<file path="src/rtl/pftd_pkg.sv">
// Shared constants and controller/datapath interface types for the trial-division factorizer.
// No dependencies. Every other file in rtl/ imports this package.
package pftd_pkg;

    // Default operand width and the limit on results per input
    localparam int VALUE_BITS_DEF = 31;
    localparam int MAX_RESULTS    = 30;
    localparam int CNT_BITS       = $clog2(MAX_RESULTS + 1);

    // Source of a factor staged into the pending slot
    typedef enum logic [1:0] {
        STG_TWO = 2'd0,
        STG_DIV = 2'd1,
        STG_REM = 2'd2
    } stage_sel_t;

    // Controller to datapath commands
    typedef struct packed {
        logic       load;       // take the input value
        logic       stage;      // put a factor in the pending slot
        stage_sel_t stage_sel;  // which factor is staged
        logic       init_div;   // trial divisor <= 3
        logic       step_div;   // trial divisor += 2
        logic       div_start;  // start remainder / divisor
        logic       flush;      // send the pending item as the last one
    } pftd_cmd_t;

    // Datapath to controller status
    typedef struct packed {
        logic in_small;   // input value is 0 or 1
        logic r_lsb;      // remainder is odd
        logic cnt_max;    // result limit reached
        logic can_stage;  // pending slot can take a factor this cycle
        logic out_free;   // output register can take an item this cycle
        logic div_done;   // divider result is valid
        logic div_over;   // divisor > quotient: search is over
        logic div_exact;  // divisor divides the remainder
        logic rem_gt2;    // remainder above 2
    } pftd_sts_t;

endpackage

</file>
<file path="src/rtl/pftd_div.sv">
// Iterative restoring divider, one quotient bit per cycle.
// Depends on pftd_pkg; used by pftd_datapath.
module pftd_div
    import pftd_pkg::*;
#(
    parameter int VALUE_BITS = VALUE_BITS_DEF,
    parameter int DIV_BITS   = (VALUE_BITS + 1) / 2 + 1
) (
    input  logic                  aclk,
    input  logic                  aresetn,
    input  logic                  start,
    input  logic [VALUE_BITS-1:0] dividend,
    input  logic [DIV_BITS-1:0]   divisor,
    output logic                  done,
    output logic [VALUE_BITS-1:0] quotient,
    output logic [DIV_BITS-1:0]   remainder
);

    localparam int CW = $clog2(VALUE_BITS + 1);

    logic [VALUE_BITS-1:0] quot_reg;
    logic [DIV_BITS-1:0]   prem_reg;
    logic [DIV_BITS-1:0]   dvsr_reg;
    logic [CW-1:0]         cnt_reg;
    logic                  done_reg;

    logic [DIV_BITS:0] shifted;
    logic [DIV_BITS:0] diff;
    logic              fits;

    // Trial subtraction of the divisor from the shifted partial remainder
    always_comb begin
        shifted = {prem_reg, quot_reg[VALUE_BITS-1]};
        diff    = shifted - {1'b0, dvsr_reg};
        fits    = shifted >= {1'b0, dvsr_reg};
    end

    // Control: bit counter and done flag
    always_ff @(posedge aclk) begin
        if (!aresetn) begin
            cnt_reg  <= '0;
            done_reg <= 1'b0;
        end else if (start) begin
            cnt_reg  <= CW'(VALUE_BITS);
            done_reg <= 1'b0;
        end else if (cnt_reg != '0) begin
            cnt_reg <= cnt_reg - CW'(1);
            if (cnt_reg == CW'(1)) begin
                done_reg <= 1'b1;
            end
        end
    end

    // Datapath: quotient shifts in as the dividend shifts out
    always_ff @(posedge aclk) begin
        if (start) begin
            quot_reg <= dividend;
            prem_reg <= '0;
            dvsr_reg <= divisor;
        end else if (cnt_reg != '0) begin
            if (fits) begin
                prem_reg <= diff[DIV_BITS-1:0];
                quot_reg <= {quot_reg[VALUE_BITS-2:0], 1'b1};
            end else begin
                prem_reg <= shifted[DIV_BITS-1:0];
                quot_reg <= {quot_reg[VALUE_BITS-2:0], 1'b0};
            end
        end
    end

    assign done      = done_reg;
    assign quotient  = quot_reg;
    assign remainder = prem_reg;

endmodule

</file>
<file path="src/rtl/pftd_datapath.sv">
// Datapath: remainder, trial divisor, pending factor slot and output register.
// Depends on pftd_pkg and pftd_div; driven by pftd_ctrl through pftd_cmd_t.
module pftd_datapath
    import pftd_pkg::*;
#(
    parameter int VALUE_BITS = VALUE_BITS_DEF
) (
    input  logic                  aclk,
    input  logic                  aresetn,
    input  logic [VALUE_BITS-1:0] s_value,
    input  pftd_cmd_t             cmd,
    output pftd_sts_t             sts,
    output logic                  m_valid,
    input  logic                  m_ready,
    output logic [VALUE_BITS-1:0] m_factor,
    output logic                  m_last,
    output logic                  m_no_factors
);

    // Trial divisor never passes sqrt(2^VALUE_BITS) + 2
    localparam int DIV_BITS = (VALUE_BITS + 1) / 2 + 1;

    logic [VALUE_BITS-1:0] rem_reg;
    logic [DIV_BITS-1:0]   div_reg;
    logic [VALUE_BITS-1:0] pend_factor_reg;
    logic                  pend_nof_reg;
    logic                  pend_vld_reg;
    logic [CNT_BITS-1:0]   cnt_reg;
    logic                  m_valid_reg;
    logic [VALUE_BITS-1:0] m_factor_reg;
    logic                  m_last_reg;
    logic                  m_nof_reg;

    logic                  dv_done;
    logic [VALUE_BITS-1:0] dv_quot;
    logic [DIV_BITS-1:0]   dv_rem;
    logic [VALUE_BITS-1:0] stage_val;
    logic                  out_free;
    logic                  push;

    pftd_div #(
        .VALUE_BITS (VALUE_BITS),
        .DIV_BITS   (DIV_BITS)
    ) u_div (
        .aclk      (aclk),
        .aresetn   (aresetn),
        .start     (cmd.div_start),
        .dividend  (rem_reg),
        .divisor   (div_reg),
        .done      (dv_done),
        .quotient  (dv_quot),
        .remainder (dv_rem)
    );

    // Factor being staged
    always_comb begin
        case (cmd.stage_sel)
            STG_TWO: stage_val = VALUE_BITS'(2);
            STG_DIV: stage_val = VALUE_BITS'(div_reg);
            STG_REM: stage_val = rem_reg;
            default: stage_val = rem_reg;
        endcase
    end

    // Pending item moves to the output on a new stage or at the end of the run
    assign out_free = !m_valid_reg || m_ready;
    assign push     = (cmd.stage && pend_vld_reg) || cmd.flush;

    // Status to the controller
    always_comb begin
        sts.in_small  = s_value < VALUE_BITS'(2);
        sts.r_lsb     = rem_reg[0];
        sts.cnt_max   = cnt_reg == CNT_BITS'(MAX_RESULTS);
        sts.can_stage = !pend_vld_reg || out_free;
        sts.out_free  = out_free;
        sts.div_done  = dv_done;
        sts.div_over  = VALUE_BITS'(div_reg) > dv_quot;
        sts.div_exact = dv_rem == '0;
        sts.rem_gt2   = rem_reg > VALUE_BITS'(2);
    end

    // Remainder and trial divisor
    always_ff @(posedge aclk) begin
        if (!aresetn) begin
            rem_reg <= '0;
            div_reg <= '0;
        end else begin
            if (cmd.load) begin
                rem_reg <= s_value;
            end else if (cmd.stage) begin
                case (cmd.stage_sel)
                    STG_TWO: rem_reg <= rem_reg >> 1;
                    STG_DIV: rem_reg <= dv_quot;
                    default: rem_reg <= VALUE_BITS'(1);
                endcase
            end
            if (cmd.load) begin
                div_reg <= '0;
            end else if (cmd.init_div) begin
                div_reg <= DIV_BITS'(3);
            end else if (cmd.step_div) begin
                div_reg <= div_reg + DIV_BITS'(2);
            end
        end
    end

    // Pending slot and result count
    always_ff @(posedge aclk) begin
        if (!aresetn) begin
            pend_vld_reg <= 1'b0;
            cnt_reg      <= '0;
        end else if (cmd.load) begin
            pend_vld_reg <= sts.in_small;
            cnt_reg      <= '0;
        end else if (cmd.stage) begin
            pend_vld_reg <= 1'b1;
            cnt_reg      <= cnt_reg + CNT_BITS'(1);
        end else if (cmd.flush) begin
            pend_vld_reg <= 1'b0;
        end
    end

    always_ff @(posedge aclk) begin
        if (cmd.load) begin
            pend_factor_reg <= '0;
            pend_nof_reg    <= sts.in_small;
        end else if (cmd.stage) begin
            pend_factor_reg <= stage_val;
            pend_nof_reg    <= 1'b0;
        end
    end

    // Output register
    always_ff @(posedge aclk) begin
        if (!aresetn) begin
            m_valid_reg <= 1'b0;
        end else if (push) begin
            m_valid_reg <= 1'b1;
        end else if (m_ready) begin
            m_valid_reg <= 1'b0;
        end
    end

    always_ff @(posedge aclk) begin
        if (push) begin
            m_factor_reg <= pend_factor_reg;
            m_last_reg   <= cmd.flush;
            m_nof_reg    <= pend_nof_reg;
        end
    end

    assign m_valid      = m_valid_reg;
    assign m_factor     = m_factor_reg;
    assign m_last       = m_last_reg;
    assign m_no_factors = m_nof_reg;

    // A push never overwrites an item that is still waiting
    a_push_free: assert property (@(posedge aclk) disable iff (!aresetn)
        push |-> out_free)
        else $error("pftd: push into occupied output register");

    // An empty-factor item always closes its run
    a_nof_last: assert property (@(posedge aclk) disable iff (!aresetn)
        (m_valid_reg && m_nof_reg) |-> m_last_reg)
        else $error("pftd: no_factors item without last");

    // Divider never started with a zero divisor
    a_div_nonzero: assert property (@(posedge aclk) disable iff (!aresetn)
        cmd.div_start |-> (div_reg != '0))
        else $error("pftd: divide by zero");

    // Result count stays within the run limit
    a_cnt_bound: assert property (@(posedge aclk) disable iff (!aresetn)
        cnt_reg <= CNT_BITS'(MAX_RESULTS))
        else $error("pftd: result count overflow");

    // Flush only ever sends a real pending item
    a_flush_pend: assert property (@(posedge aclk) disable iff (!aresetn)
        cmd.flush |-> pend_vld_reg)
        else $error("pftd: flush with empty pending slot");

endmodule

</file>
<file path="src/rtl/pftd_ctrl.sv">
// Controller state machine sequencing the trial-division search.
// Depends on pftd_pkg; drives pftd_datapath through pftd_cmd_t.
module pftd_ctrl
    import pftd_pkg::*;
(
    input  logic      aclk,
    input  logic      aresetn,
    input  logic      s_valid,
    output logic      s_ready,
    input  pftd_sts_t sts,
    output pftd_cmd_t cmd
);

    typedef enum logic [2:0] {
        S_IDLE,
        S_TWOS,
        S_DIV_START,
        S_DIV_WAIT,
        S_TAIL,
        S_FLUSH
    } state_t;

    state_t state_reg;
    state_t state_next;

    // Next state and commands
    always_comb begin
        state_next = state_reg;
        cmd        = '0;
        s_ready    = 1'b0;
        unique case (state_reg)
            S_IDLE: begin
                s_ready = 1'b1;
                if (s_valid) begin
                    cmd.load   = 1'b1;
                    state_next = sts.in_small ? S_FLUSH : S_TWOS;
                end
            end
            // Divide out factors of two, one per cycle while the pending slot can take one
            S_TWOS: begin
                if (sts.cnt_max) begin
                    state_next = S_FLUSH;
                end else if (!sts.r_lsb) begin
                    if (sts.can_stage) begin
                        cmd.stage     = 1'b1;
                        cmd.stage_sel = STG_TWO;
                    end
                end else begin
                    cmd.init_div = 1'b1;
                    state_next   = S_DIV_START;
                end
            end
            S_DIV_START: begin
                if (sts.cnt_max) begin
                    state_next = S_FLUSH;
                end else begin
                    cmd.div_start = 1'b1;
                    state_next    = S_DIV_WAIT;
                end
            end
            // Quotient below divisor means divisor squared exceeds remainder
            S_DIV_WAIT: begin
                if (sts.div_done) begin
                    if (sts.div_over) begin
                        state_next = S_TAIL;
                    end else if (sts.div_exact) begin
                        if (sts.can_stage) begin
                            cmd.stage     = 1'b1;
                            cmd.stage_sel = STG_DIV;
                            state_next    = S_DIV_START;
                        end
                    end else begin
                        cmd.step_div = 1'b1;
                        state_next   = S_DIV_START;
                    end
                end
            end
            // Leftover remainder above two is the largest prime
            S_TAIL: begin
                if (sts.rem_gt2 && !sts.cnt_max) begin
                    if (sts.can_stage) begin
                        cmd.stage     = 1'b1;
                        cmd.stage_sel = STG_REM;
                        state_next    = S_FLUSH;
                    end
                end else begin
                    state_next = S_FLUSH;
                end
            end
            S_FLUSH: begin
                if (sts.out_free) begin
                    cmd.flush  = 1'b1;
                    state_next = S_IDLE;
                end
            end
            default: state_next = S_IDLE;
        endcase
    end

    always_ff @(posedge aclk) begin
        if (!aresetn) begin
            state_reg <= S_IDLE;
        end else begin
            state_reg <= state_next;
        end
    end

endmodule

</file>
<file path="src/rtl/prime_factor_trial_division.sv">
// Prime factorization by trial division: one value in, a run of prime factors out.
// Usage notes below. Depends on pftd_pkg, pftd_ctrl, pftd_datapath.
//
// Input channel s_valid/s_ready/s_value: one transfer per value. s_ready is high
// only while no value is in work; the next value is taken once the previous run
// has been handed to the output register.
// Output channel m_valid/m_ready: one transfer per factor, ascending, with
// repeats; m_last marks the final factor of the run. Values 0 and 1 give one
// transfer with factor 0, m_last and m_no_factors set.
// A value 0 or 1 goes from its transfer straight to the flush state. Factors of
// two are divided out by shifting; each odd trial divisor is tested by the
// bit-serial divider that computes remainder / divisor. Worst case is a prime
// near 2^31, which takes about 23170 trials.
// A run holds at most 30 factors; the run is cut there with m_last set.
// A stalled receiver stops the search when the next factor finds both the
// output register and the pending slot full; nothing is dropped.
// Reset (aresetn low, synchronous) abandons any run and clears m_valid.
module prime_factor_trial_division
    import pftd_pkg::*;
#(
    parameter int VALUE_BITS = VALUE_BITS_DEF
) (
    input  logic                  aclk,
    input  logic                  aresetn,
    input  logic                  s_valid,
    output logic                  s_ready,
    input  logic [VALUE_BITS-1:0] s_value,
    output logic                  m_valid,
    input  logic                  m_ready,
    output logic [VALUE_BITS-1:0] m_factor,
    output logic                  m_last,
    output logic                  m_no_factors
);

    pftd_cmd_t cmd;
    pftd_sts_t sts;

    pftd_ctrl u_ctrl (
        .aclk    (aclk),
        .aresetn (aresetn),
        .s_valid (s_valid),
        .s_ready (s_ready),
        .sts     (sts),
        .cmd     (cmd)
    );

    pftd_datapath #(
        .VALUE_BITS (VALUE_BITS)
    ) u_datapath (
        .aclk         (aclk),
        .aresetn      (aresetn),
        .s_value      (s_value),
        .cmd          (cmd),
        .sts          (sts),
        .m_valid      (m_valid),
        .m_ready      (m_ready),
        .m_factor     (m_factor),
        .m_last       (m_last),
        .m_no_factors (m_no_factors)
    );

endmodule

</file>
<file path="config.mk">
export PLATFORM = sky130hd
export DESIGN_NAME = prime_factor_trial_division
export DESIGN_NICKNAME = d
export VERILOG_FILES = /design/src/rtl/pftd_pkg.sv /design/src/rtl/pftd_div.sv /design/src/rtl/pftd_datapath.sv /design/src/rtl/pftd_ctrl.sv /design/src/rtl/prime_factor_trial_division.sv
export SDC_FILE = /design/constraint.sdc
export NUM_CORES = 1
export LEC_CHECK = 0
export BUFFER_PORTS_ARGS = -buffer_cell sky130_fd_sc_hd__buf_2
export CELL_PAD_IN_SITES_DETAIL_PLACEMENT = 0
export CELL_PAD_IN_SITES_GLOBAL_PLACEMENT = 1
export CORE_AREA = 2 2 142 144
export CTS_CLUSTER_SIZE = 10
export DETAILED_ROUTE_END_ITERATION = 6
export DIE_AREA = 0 0 144 146
export PLACE_DENSITY = 0.8
export SYNTH_ARGS = -nofsm -noshare
export SYNTH_HDL_FRONTEND = slang
export SYNTH_HIERARCHICAL = 1
export SYNTH_SLANG_ARGS = --single-unit
</file>
<file path="constraint.sdc">
create_clock -name aclk -period 7.8 [get_ports aclk]
set_clock_uncertainty 0.15 [all_clocks]
set_input_delay 0 -clock aclk [delete_from_list [all_inputs] [get_ports aclk]]
set_output_delay 0 -clock aclk [all_outputs]
set_load 0.05 [all_outputs]
</file>
==> results.md, run 1 <==
* Status: completed
* Asr flop ratio synth at 0%
* Initial antenna violation count at 0
* Max incr delay on CP at 0.64 ns
* Peak VDD IR at 0.000184 V
* Final routed DRC violation total at 0
* Crit Path Class: register to register
* Max-Cap Viols at 0
* Initial Utilization at 49.7%
* Multi-input logic area at ~4400 um^2
* Fillers at 1,679
* Tightest Pin Transition at 0.958 ns
* Layout area overhead at 15.2%
* Post-route ant nets at 0
* Highest-delay cell along the critical path: a21oi_4
* CTS tree: yes
* Port Buffers at 69
* Setup TNS at 0 ns
* ANT cells at 0
* Yosys top cell by area: edfxtp_1
* Leading cell type in the layout, fill and taps excluded: dfxtp_1
* Ys flop type: dfxtp_1
* Highest Clock Rate at 211 MHz
* Synthesized area per cell at 10.5 um^2
* Yosys reg bits at 194
* Reg2Reg Depth at 11
* Synth top area share at between 20% and 30%
* Worst Setup SP: u_datapath/div_reg[12]
* Final net count at 1,072
* First-pass GRT wire length at 39,600 um
* DRT Pass-1 Iters at 6
* Htree depth at 4
* Overflow after GRT at 0
* Worst rel slew slack at 35.9%
* Iteration-0 DRC Markers at around 840
* Top cells by area, synth: edfxtp_1, dfxtp_1, ha_1, mux2_2, a221oi_1
* CP Data Arrival Time at about 4.7 ns
* CP max FO at 24
* Placed insts at about 1,200
* Clock Sinks at 194
* Register area at 4700 um^2
* CTS Root Cell: clkbuf_16
* Sequential-to-total area share from yosys stat at 49.0%
* Num CTS Buffers at 17
* Dpl hpwl at 16,700 um
* Crit path buffers/inverters at 2
* Commonest cells after routing, fill and taps aside: dfxtp_1, edfxtp_1, buf_2, inv_1, nand2_1
* Power Dens Cells at 417 nW/um^2
* Lkg Pwr at 4.31 nW
* Worst hold path class: input pin to register
* Maximum number of pins on one net before global-route repair at 68
* Die area at between 20,000 and 25,000 um^2
* Min Tclk post-route at about 4.7 ns
* Util after Layout at 57.2%
* Syn nets at 993
* Crit path max-delay family: compound AO/OA/AOI/OAI gates
* Share of layout cells above drive strength 1 at 16.6%
* Clk Latency, worst-skew pair at 0.44 ns
* I/O pin total at 70
* Final period util at 60.9%
* CP required at 7.77 ns
* Worst reg2reg endpoint: u_datapath/m_factor[16]
* Number of synthesized flops with an enable pin at about 80
* Yosys cell types at 82
* Final hold vios at 0
* Routed wire length at 25,000 um
* Final Setup Violations at 0
* GRT Util Overall at approximately a quarter
* Register-to-register setup slack at 3.05 ns
* GP Congestion at 0.830
* FF-to-FF Start: u_datapath/div_reg[12]
* Vias in the first global route at a little over 7,000
* Core Rows at 51
* Non-Filler Instances at about 1,300
* Worst path depth at 11
* Syn. warnings at 6
* Drt wl/cell at 19.6 um
* RSZ-0062 raised after global routing: false
* Clock Pin Slew Worst Setup and Hold Paths at 0.08 ns
* Mapped Cells at ~920
* Routed vias at 7,613
* Die Wd at 144 um
* Max Slew Vio Count at 0
* Clock Path Buffers at 2
* Crit end category: register
* Worst setup path end: u_datapath/m_factor[16]
* Startpoint types: register
* Vertical die dimension at about 150 um
* Synth Cell Area at ~9600 um^2
* Core ar. at 19,300 um^2
* Vias per inst at 5.98
* Crit-path cells: ha_1, a211oi_1, nor2_1, a2111oi_0, a221oi_1, nor4bb_4, nand3_1, a21oi_4, a21oi_1, inv_1, buf_4
cells by family after synthesis:
family          after synthesis  share of synthesized area [%]
compound gates              222                           17.8
xor+xnor                     24                           2.19
fa+ha+maj                    41                           5.42
buf+inv                     120                           5.15
flops                       194                           49.0
mux                          42                           4.79
simple gates                274                           15.7
cell usage after synthesis, types with 4 or more instances:
master    number
a211oi_1      14
a21boi_0      34
a21o_1         4
a21oi_1       35
a221oi_1      32
a222oi_1      16
a22o_1        14
a31oi_1        6
and3_1        11
and4_1         5
buf_1         10
buf_2          5
clkbuf_1      29
dfxtp_1      112
edfxtp_1      82
ha_1          40
inv_1         69
mux2_2        32
mux2i_1       10
nand2_1       67
nand3_1       10
nand3b_1       5
nand4_1       12
nor2_1        58
nor2b_1        7
nor3_1        17
nor3b_1       33
nor4_1        18
o21a_1         6
o21ai_0       18
or3_1          9
or4_1          4
xnor2_1       11
xor2_1        13
per-stage QoR:
step	power, W	setup WS (ns)	cell area, um^2	hold slack (ns)
finish	0.00461	3.05	11100	0.0404
global placement	0.00370	3.18	10200	0.150
floorplan	0.00320	3.84	9600	-0.0325
detailed placement	0.00372	3.01	10200	0.165
CTS	0.00460	2.98	11100	0.0184
global route	0.00491	2.55	11100	0.0540
report_power, final:
group          internal, W  switching, W  total, W
Clock             0.000431      0.000435  0.000866
Combinational     0.000778       0.00127   0.00204
Sequential         0.00144      0.000266   0.00170
Total              0.00265       0.00197   0.00461
layer usage:
metal	global-route usage (%)	routed length (um)
met4	6.67	453
met1	36.6	11700
met5	0	0
met3	3.85	1530
met2	36.1	11300
repair_timing:
action                                 4_1_cts  5_1_grt
hold buffers                                33        0
resized for setup                            0        0
setup buffers                                0        0
endpoints found under the hold margin       33        0
area by class of cell:
cell class	instances	area share [%]
inverter	69	2.34
clock buffer	17	3.84
tap	265	3.00
clock inverter	15	1.41
timing repair buffer	111	6.72
multi-input combinational	603	40.2
sequential	194	42.5
worst min-delay path by stage:
stage	startpoint	end	cells past startpoint
after floorplan	aresetn	u_datapath/u_div/cnt_reg[4]	1
after global placement	s_value[0]	u_datapath/rem_reg[0]	3
after detailed placement	s_value[0]	u_datapath/rem_reg[0]	3
after CTS	s_valid	u_ctrl/state_reg[1]	5
after global routing	s_valid	u_ctrl/state_reg[1]	5
final	aresetn	u_ctrl/state_reg[2]	2
No activity file was read; power rests on OpenSTA's default activity.
==> run 2, diff against run 1 <==
--- a/config.mk
+++ b/config.mk
@@ -8,11 +8,11 @@
 export BUFFER_PORTS_ARGS = -buffer_cell sky130_fd_sc_hd__buf_2
 export CELL_PAD_IN_SITES_DETAIL_PLACEMENT = 0
 export CELL_PAD_IN_SITES_GLOBAL_PLACEMENT = 1
-export CORE_AREA = 2 2 142 144
+export CORE_AREA = 2 2 153 155
 export CTS_CLUSTER_SIZE = 10
 export DETAILED_ROUTE_END_ITERATION = 6
-export DIE_AREA = 0 0 144 146
-export PLACE_DENSITY = 0.8
+export DIE_AREA = 0 0 155 157
+export PLACE_DENSITY = 0.73
 export SYNTH_ARGS = -nofsm -noshare
 export SYNTH_HDL_FRONTEND = slang
 export SYNTH_HIERARCHICAL = 1
==> constraint.sdc (replaced) <==
create_clock -name aclk -period 4.1 [get_ports aclk]
set_clock_uncertainty 0.15 [all_clocks]
set_input_delay 0 -clock aclk [delete_from_list [all_inputs] [get_ports aclk]]
set_output_delay 0 -clock aclk [all_outputs]
set_load 0.05 [all_outputs]
==> run 2 against run 1 <==
Against the previous run: core utilization decreased by 6.6 points; non-clock buffer count increased by 32; first-iteration DRC count decreased by 18%; cell count increased by 4.1%; critical path type unchanged; fmax increased by 22%.
==> results.md, run 2 (synthesized netlist as in run 1, its figures left out) <==
* Status: completed
* Power Dens Cells at 778 nW/um^2 (+87%)
* Fin Hold WS at 0.0315 ns (-0.00886 ns)
* Crit Path Class: register to register
* Vertical die dimension at 157 um (+7.5%)
* DRT Pass-1 Iters at 5 (-1)
* GRT Util Overall at 21.6% (-2.7 points)
* CP Data Arrival Time at 4.08 ns (-0.63 ns)
* Htree depth at 4 (unchanged)
* Core ar. at 22,500 um^2 (+16%)
* Layout area overhead at 18.6%
* Clock Path Buffers at 2 (unchanged)
* Final period util at 94.8% (+34 points)
* Peak VDD IR at 0.000405 V (+120%)
* Final hold vios at 0 (unchanged)
* Clk Latency, worst-skew pair at 0.43 ns (about the same)
* Lkg Pwr at 4.49 nW (+4.1%)
* CP max FO at 9 (-63%)
* Dpl hpwl at 17,800 um (+6.3%)
* Post-route ant nets at 0 (unchanged)
* Startpoint types: register
* Maximum number of pins on one net before global-route repair at 68 (unchanged)
* Max Slew Vio Count at 0 (unchanged)
* Overflow after GRT at 0 (unchanged)
* Num CTS Buffers at 17 (unchanged)
* I/O pin total at 70 (unchanged)
* Share of layout cells above drive strength 1 at 19.0% (+2.5 points)
* Clock Sinks at 194 (unchanged)
* Leading cell type in the layout, fill and taps excluded: dfxtp_1
* Vias in the first global route at 7,297 (+3.2%)
* CP required at 4.29 ns (-3.48 ns)
* ANT cells at 0 (unchanged)
* GP Congestion at 0.849 (+2.4%)
* Port Buffers at 69 (unchanged)
* Drt wl/cell at 19.5 um (-0.75%)
* Commonest cells after routing, fill and taps aside: dfxtp_1, edfxtp_1, buf_2, inv_1, nand2_1
* Initial antenna violation count at 0 (unchanged)
* Worst hold path class: input pin to register
* Max-Cap Viols at 0 (unchanged)
* CTS Root Cell: clkbuf_16
* CTS tree: yes
* Final routed DRC violation total at 0 (unchanged)
* Fillers at 2,048 (+22%)
* Util after Layout at 50.6% (-6.6 points)
* Worst rel slew slack at 37.8% (+1.9 points)
* First-pass GRT wire length at 41,000 um (+3.6%)
* Die area at 24,300 um^2 (+16%)
* Routed vias at 7,675 (+0.81%)
* Routed wire length at 25,900 um (+3.3%)
* Initial Utilization at 42.7% (-7.0 points)
* Final Setup Violations at 0 (unchanged)
* Tightest Pin Transition at 0.932 ns (-0.0258 ns)
* Min Tclk post-route at 3.89 ns (-0.862 ns)
* Clock Pin Slew Worst Setup and Hold Paths at 0.07 ns (about the same)
* Vias per inst at 5.79 (-3.1%)
* Setup TNS at 0 ns (unchanged)
* Iteration-0 DRC Markers at 686 (-18%)
* Die Wd at 155 um (+7.6%)
* Final net count at 1,104 (+3.0%)
* Highest Clock Rate at 257 MHz (+22%)
* Crit end category: register
* Core Rows at 55 (+7.8%)
-- run 2: timing repair --
item	4_1_cts	5_1_grt
gates resized for setup	0	3
endpoints found under the setup margin	0	49
buffers inserted	0	0
endpoints found under the hold margin	36	0
hold buffers	33	0
-- run 2: critical path: stages, from the launching register on --
cell and delay, ns:
dfxtp_1 0.57, ha_1 0.31, nand4_1 0.15, a21oi_1 0.07, o31ai_1 0.44, a221oi_2 0.20
nor4bb_4 0.37, nand2_1 0.13, nor2_2 0.20, nand4_2 0.14, or4_4 0.56, or3_1 0.35
a21oi_1 0.15
-- run 2: where the power goes --
group	switching [W]	leakage [nW]	total [W]	internal (W)
sequential	0.000506	1.72	0.00324	0.00273
clock	0.000783	0.278	0.00165	0.000864
combinational	0.00239	2.50	0.00398	0.00159
-- run 2: final cells by class --
class                           count  area, um^2  share of cell area [%]
Timing Repair Buffer              143        1030                    9.07
Clock inverter                     13         150                    1.32
Tap cell                          285         357                    3.13
Sequential cell                   194        4700                    41.3
Multi-Input combinational cell    603        4450                    39.1
Clock buffer                       19         433                    3.80
Inverter                           69         259                    2.27
-- run 2: worst paths after layout --
path	from	cells past startpoint	endpoint	slack, ns
setup / recovery	u_datapath/div_reg[6]	12	u_datapath/div_reg[15]	0.21
setup reg to reg	u_datapath/div_reg[6]	12	u_datapath/div_reg[15]	0.21
hold reg to reg	u_datapath/pend_factor_reg[2]	0	u_datapath/m_factor[2]	0.28
hold / removal	s_valid	5	u_ctrl/state_reg[1]	0.03
-- run 2: per-stage QoR --
stage	cells	cell area, um^2	total power [W]	setup WS (ns)
after floorplan	917	9600	0.00609	0.144
after global placement	1261	10500	0.00714	0.117
after detailed placement	1261	10500	0.00718	0.129
after CTS	1326	11400	0.00888	0.0648
after global routing	1326	11400	0.00946	-0.00126
final	1326	11400	0.00886	0.213
-- run 2: layer usage --
metal,part of all wire [%],GRT usage [%]
met2,46,34.2
met3,5.5,4.16
met1,46,30.2
met5,0,0
met4,2.0,6.66
==> run 3, diff against run 2 <==
--- a/config.mk
+++ b/config.mk
@@ -6,13 +6,11 @@
 export NUM_CORES = 1
 export LEC_CHECK = 0
 export BUFFER_PORTS_ARGS = -buffer_cell sky130_fd_sc_hd__buf_2
-export CELL_PAD_IN_SITES_DETAIL_PLACEMENT = 0
-export CELL_PAD_IN_SITES_GLOBAL_PLACEMENT = 1
-export CORE_AREA = 2 2 153 155
-export CTS_CLUSTER_SIZE = 10
+export CORE_AREA = 2 2 142 144
+export CTS_CLUSTER_SIZE = 28
 export DETAILED_ROUTE_END_ITERATION = 6
-export DIE_AREA = 0 0 155 157
-export PLACE_DENSITY = 0.73
+export DIE_AREA = 0 0 144 146
+export PLACE_DENSITY = 0.68
 export SYNTH_ARGS = -nofsm -noshare
 export SYNTH_HDL_FRONTEND = slang
 export SYNTH_HIERARCHICAL = 1
==> run 3 against run 2 <==
Against the previous run: wire length decreased by 4.1%; clock-buffer cell count fell by 1; sequential power hardly changed; die area shrank 14%; hold slack worse by 0.0019 ns.
==> results.md, run 3 (synthesized netlist as in run 1, its figures left out) <==
* Max Slew Vio Count at 0 (unchanged)
* Commonest cells after routing, fill and taps aside: dfxtp_1, edfxtp_1, buf_2, inv_1, nand2_1
* Clock Path Buffers at 2 (unchanged)
* Htree depth at 4 (unchanged)
* Min Tclk post-route at 3.77 ns (-0.113 ns)
* Tightest Pin Transition at 0.913 ns (-0.0196 ns)
* Lkg Pwr at 4.56 nW (+1.6%)
* CP max FO at 3 (-6)
* Share of layout cells above drive strength 1 at 20.2% (+1.1 points)
* Die area at 21,000 um^2 (-14%)
* ANT cells at 0 (unchanged)
* CTS Root Cell: clkbuf_16
* Clock Pin Slew Worst Setup and Hold Paths at 0.07 ns (about the same)
* Die Wd at 144 um (-7.1%)
* WL met2 at 11,400 um (-4.9%)
* GP Congestion at 0.850 (about the same)
* Routed vias at 7,837 (+2.1%)
* WL met3 at 1500 um (+4.4%)
* Overflow after GRT at 0 (unchanged)
* Power Dens Cells at 781 nW/um^2 (+0.33%)
* DP Area at 10,500 um^2 (+0.74%)
* Multi-input logic area at 4460 um^2 (about the same)
* Highest Clock Rate at 265 MHz (+3.0%)
* Iteration-0 DRC Markers at 665 (-3.1%)
* Maximum number of pins on one net before global-route repair at 68 (unchanged)
* Crit end category: register
* Max-Cap Viols at 0 (unchanged)
* RSZ-0062 raised after global routing: false
* Crit Path Class: register to register
* Startpoint types: register
* Worst hold path class: input pin to register
* Final hold vios at 0 (unchanged)
* Clk Latency, worst-skew pair at 0.44 ns (about the same)
* Core ar. at 19,300 um^2 (-14%)
* Highest Signal Layer: met4
* Clock Sinks at 194 (unchanged)
* Design area at 11,500 um^2 (+0.85%)
* Post-Route M1 WL at 11,400 um (-4.8%)
* Util after Layout at 59.4% (+8.8 points)
* Dpl hpwl at 16,500 um (-7.4%)
* Final Setup Violations at 0 (unchanged)
* CTS tree: yes
* I/O pin total at 70 (unchanged)
* Setup TNS at 0 ns (unchanged)
* Fillers at 1,627 (-21%)
* Leading cell type in the layout, fill and taps excluded: dfxtp_1
* CP Data Arrival Time at 3.93 ns (-0.15 ns)
* Initial antenna violation count at 0 (unchanged)
* Drt wl/cell at 18.8 um (-3.5%)
* CP required at 4.25 ns (-0.04 ns)
* Core Rows at 51 (-7.3%)
* Vias in the first global route at 7,434 (+1.9%)
* GRT Util Overall at 23.8% (+2.2 points)
* First-pass GRT wire length at 39,300 um (-4.1%)
* DRT Pass-1 Iters at 6 (+1)
* Placed insts at 1,253 (-0.63%)
* Port Buffers at 69 (unchanged)
* Worst rel slew slack at 39.1% (+1.3 points)
* Non-Filler Instances at 1,317 (-0.68%)
* Final net count at 1,115 (+1.0%)
* Initial Utilization at 49.7% (+7.0 points)
* Register area at 4700 um^2 (unchanged)
* Num CTS Buffers at 17 (unchanged)
* Layout area overhead at 19.6%
* Post-CTS setup buffer count at 0 (unchanged)
* Vertical die dimension at 146 um (-7.0%)
* Post-route ant nets at 0 (unchanged)
* Final period util at 92.0% (-2.8 points)
* Routed wire length at 24,800 um (-4.1%)
* Peak VDD IR at 0.000437 V (+7.9%)
* Status: completed
* Final routed DRC violation total at 0 (unchanged)
* Vias per inst at 5.95 (+2.8%)
## run 3: final cells by class
type | instances | area share [%]
Sequential cell | 194 | 41.0
Clock inverter | 14 | 1.47
Inverter | 69 | 2.25
Clock buffer | 18 | 3.82
Multi-Input combinational cell | 603 | 38.8
Tap cell | 265 | 2.89
Timing Repair Buffer | 154 | 9.80
## run 3: final timing paths
check	startpoint	to	slack (ns)	depth (start not counted)
setup / recovery	u_datapath/u_div/quotient[8]	u_datapath/div_reg[11]	0.33	15
hold / removal	s_valid	u_ctrl/state_reg[1]	0.03	5
setup reg to reg	u_datapath/u_div/quotient[8]	u_datapath/div_reg[11]	0.33	15
hold reg to reg	u_datapath/pend_factor_reg[29]	u_datapath/m_factor[29]	0.28	0
## run 3: layer usage
metal | vias up | global-route usage, %
li1 | 3710 | -
met1 | 3806 | 33.2
met2 | 282 | 36.9
met3 | 39 | 4.48
met4 | 0 | 8.43
met5 | - | 0
## run 3: per-stage QoR
step / hold slack, ns / power [W] / worst slack [ns]
detailed placement: 0.144 / 0.00720 / -0.0345
global placement: 0.137 / 0.00713 / 0.0330
global route: 0.0677 / 0.00951 / 0.0861
floorplan: -0.0325 / 0.00609 / 0.144
CTS: 0.0101 / 0.00895 / 0.0803
finish: 0.0297 / 0.00897 / 0.326
## run 3: critical path: stages (launching register included)
cell       delay, ns
edfxtp_1        0.40
inv_1           0.08
ha_1            0.23
a21oi_1         0.15
o21ai_0         0.15
a2111oi_2       0.46
a221oi_1        0.24
nor4bb_4        0.31
buf_4           0.16
nand2_1         0.05
nor2_1          0.15
nand4_2         0.11
buf_4           0.16
or4_2           0.62
xor2_1          0.16
nor2_1          0.05
## run 3: power by group
part,internal [W],switching (W),total [W]
Clock,0.000887,0.000806,0.00169
Sequential,0.00273,0.000492,0.00322
Combinational,0.00164,0.00242,0.00405
Total,0.00525,0.00372,0.00897
## run 3: repair_timing
action                                  4_1_cts  5_1_grt
hold endpoints to repair                     34        0
gates resized for setup                       1        3
endpoints found under the setup margin        1       82
hold buffers                                 32        0
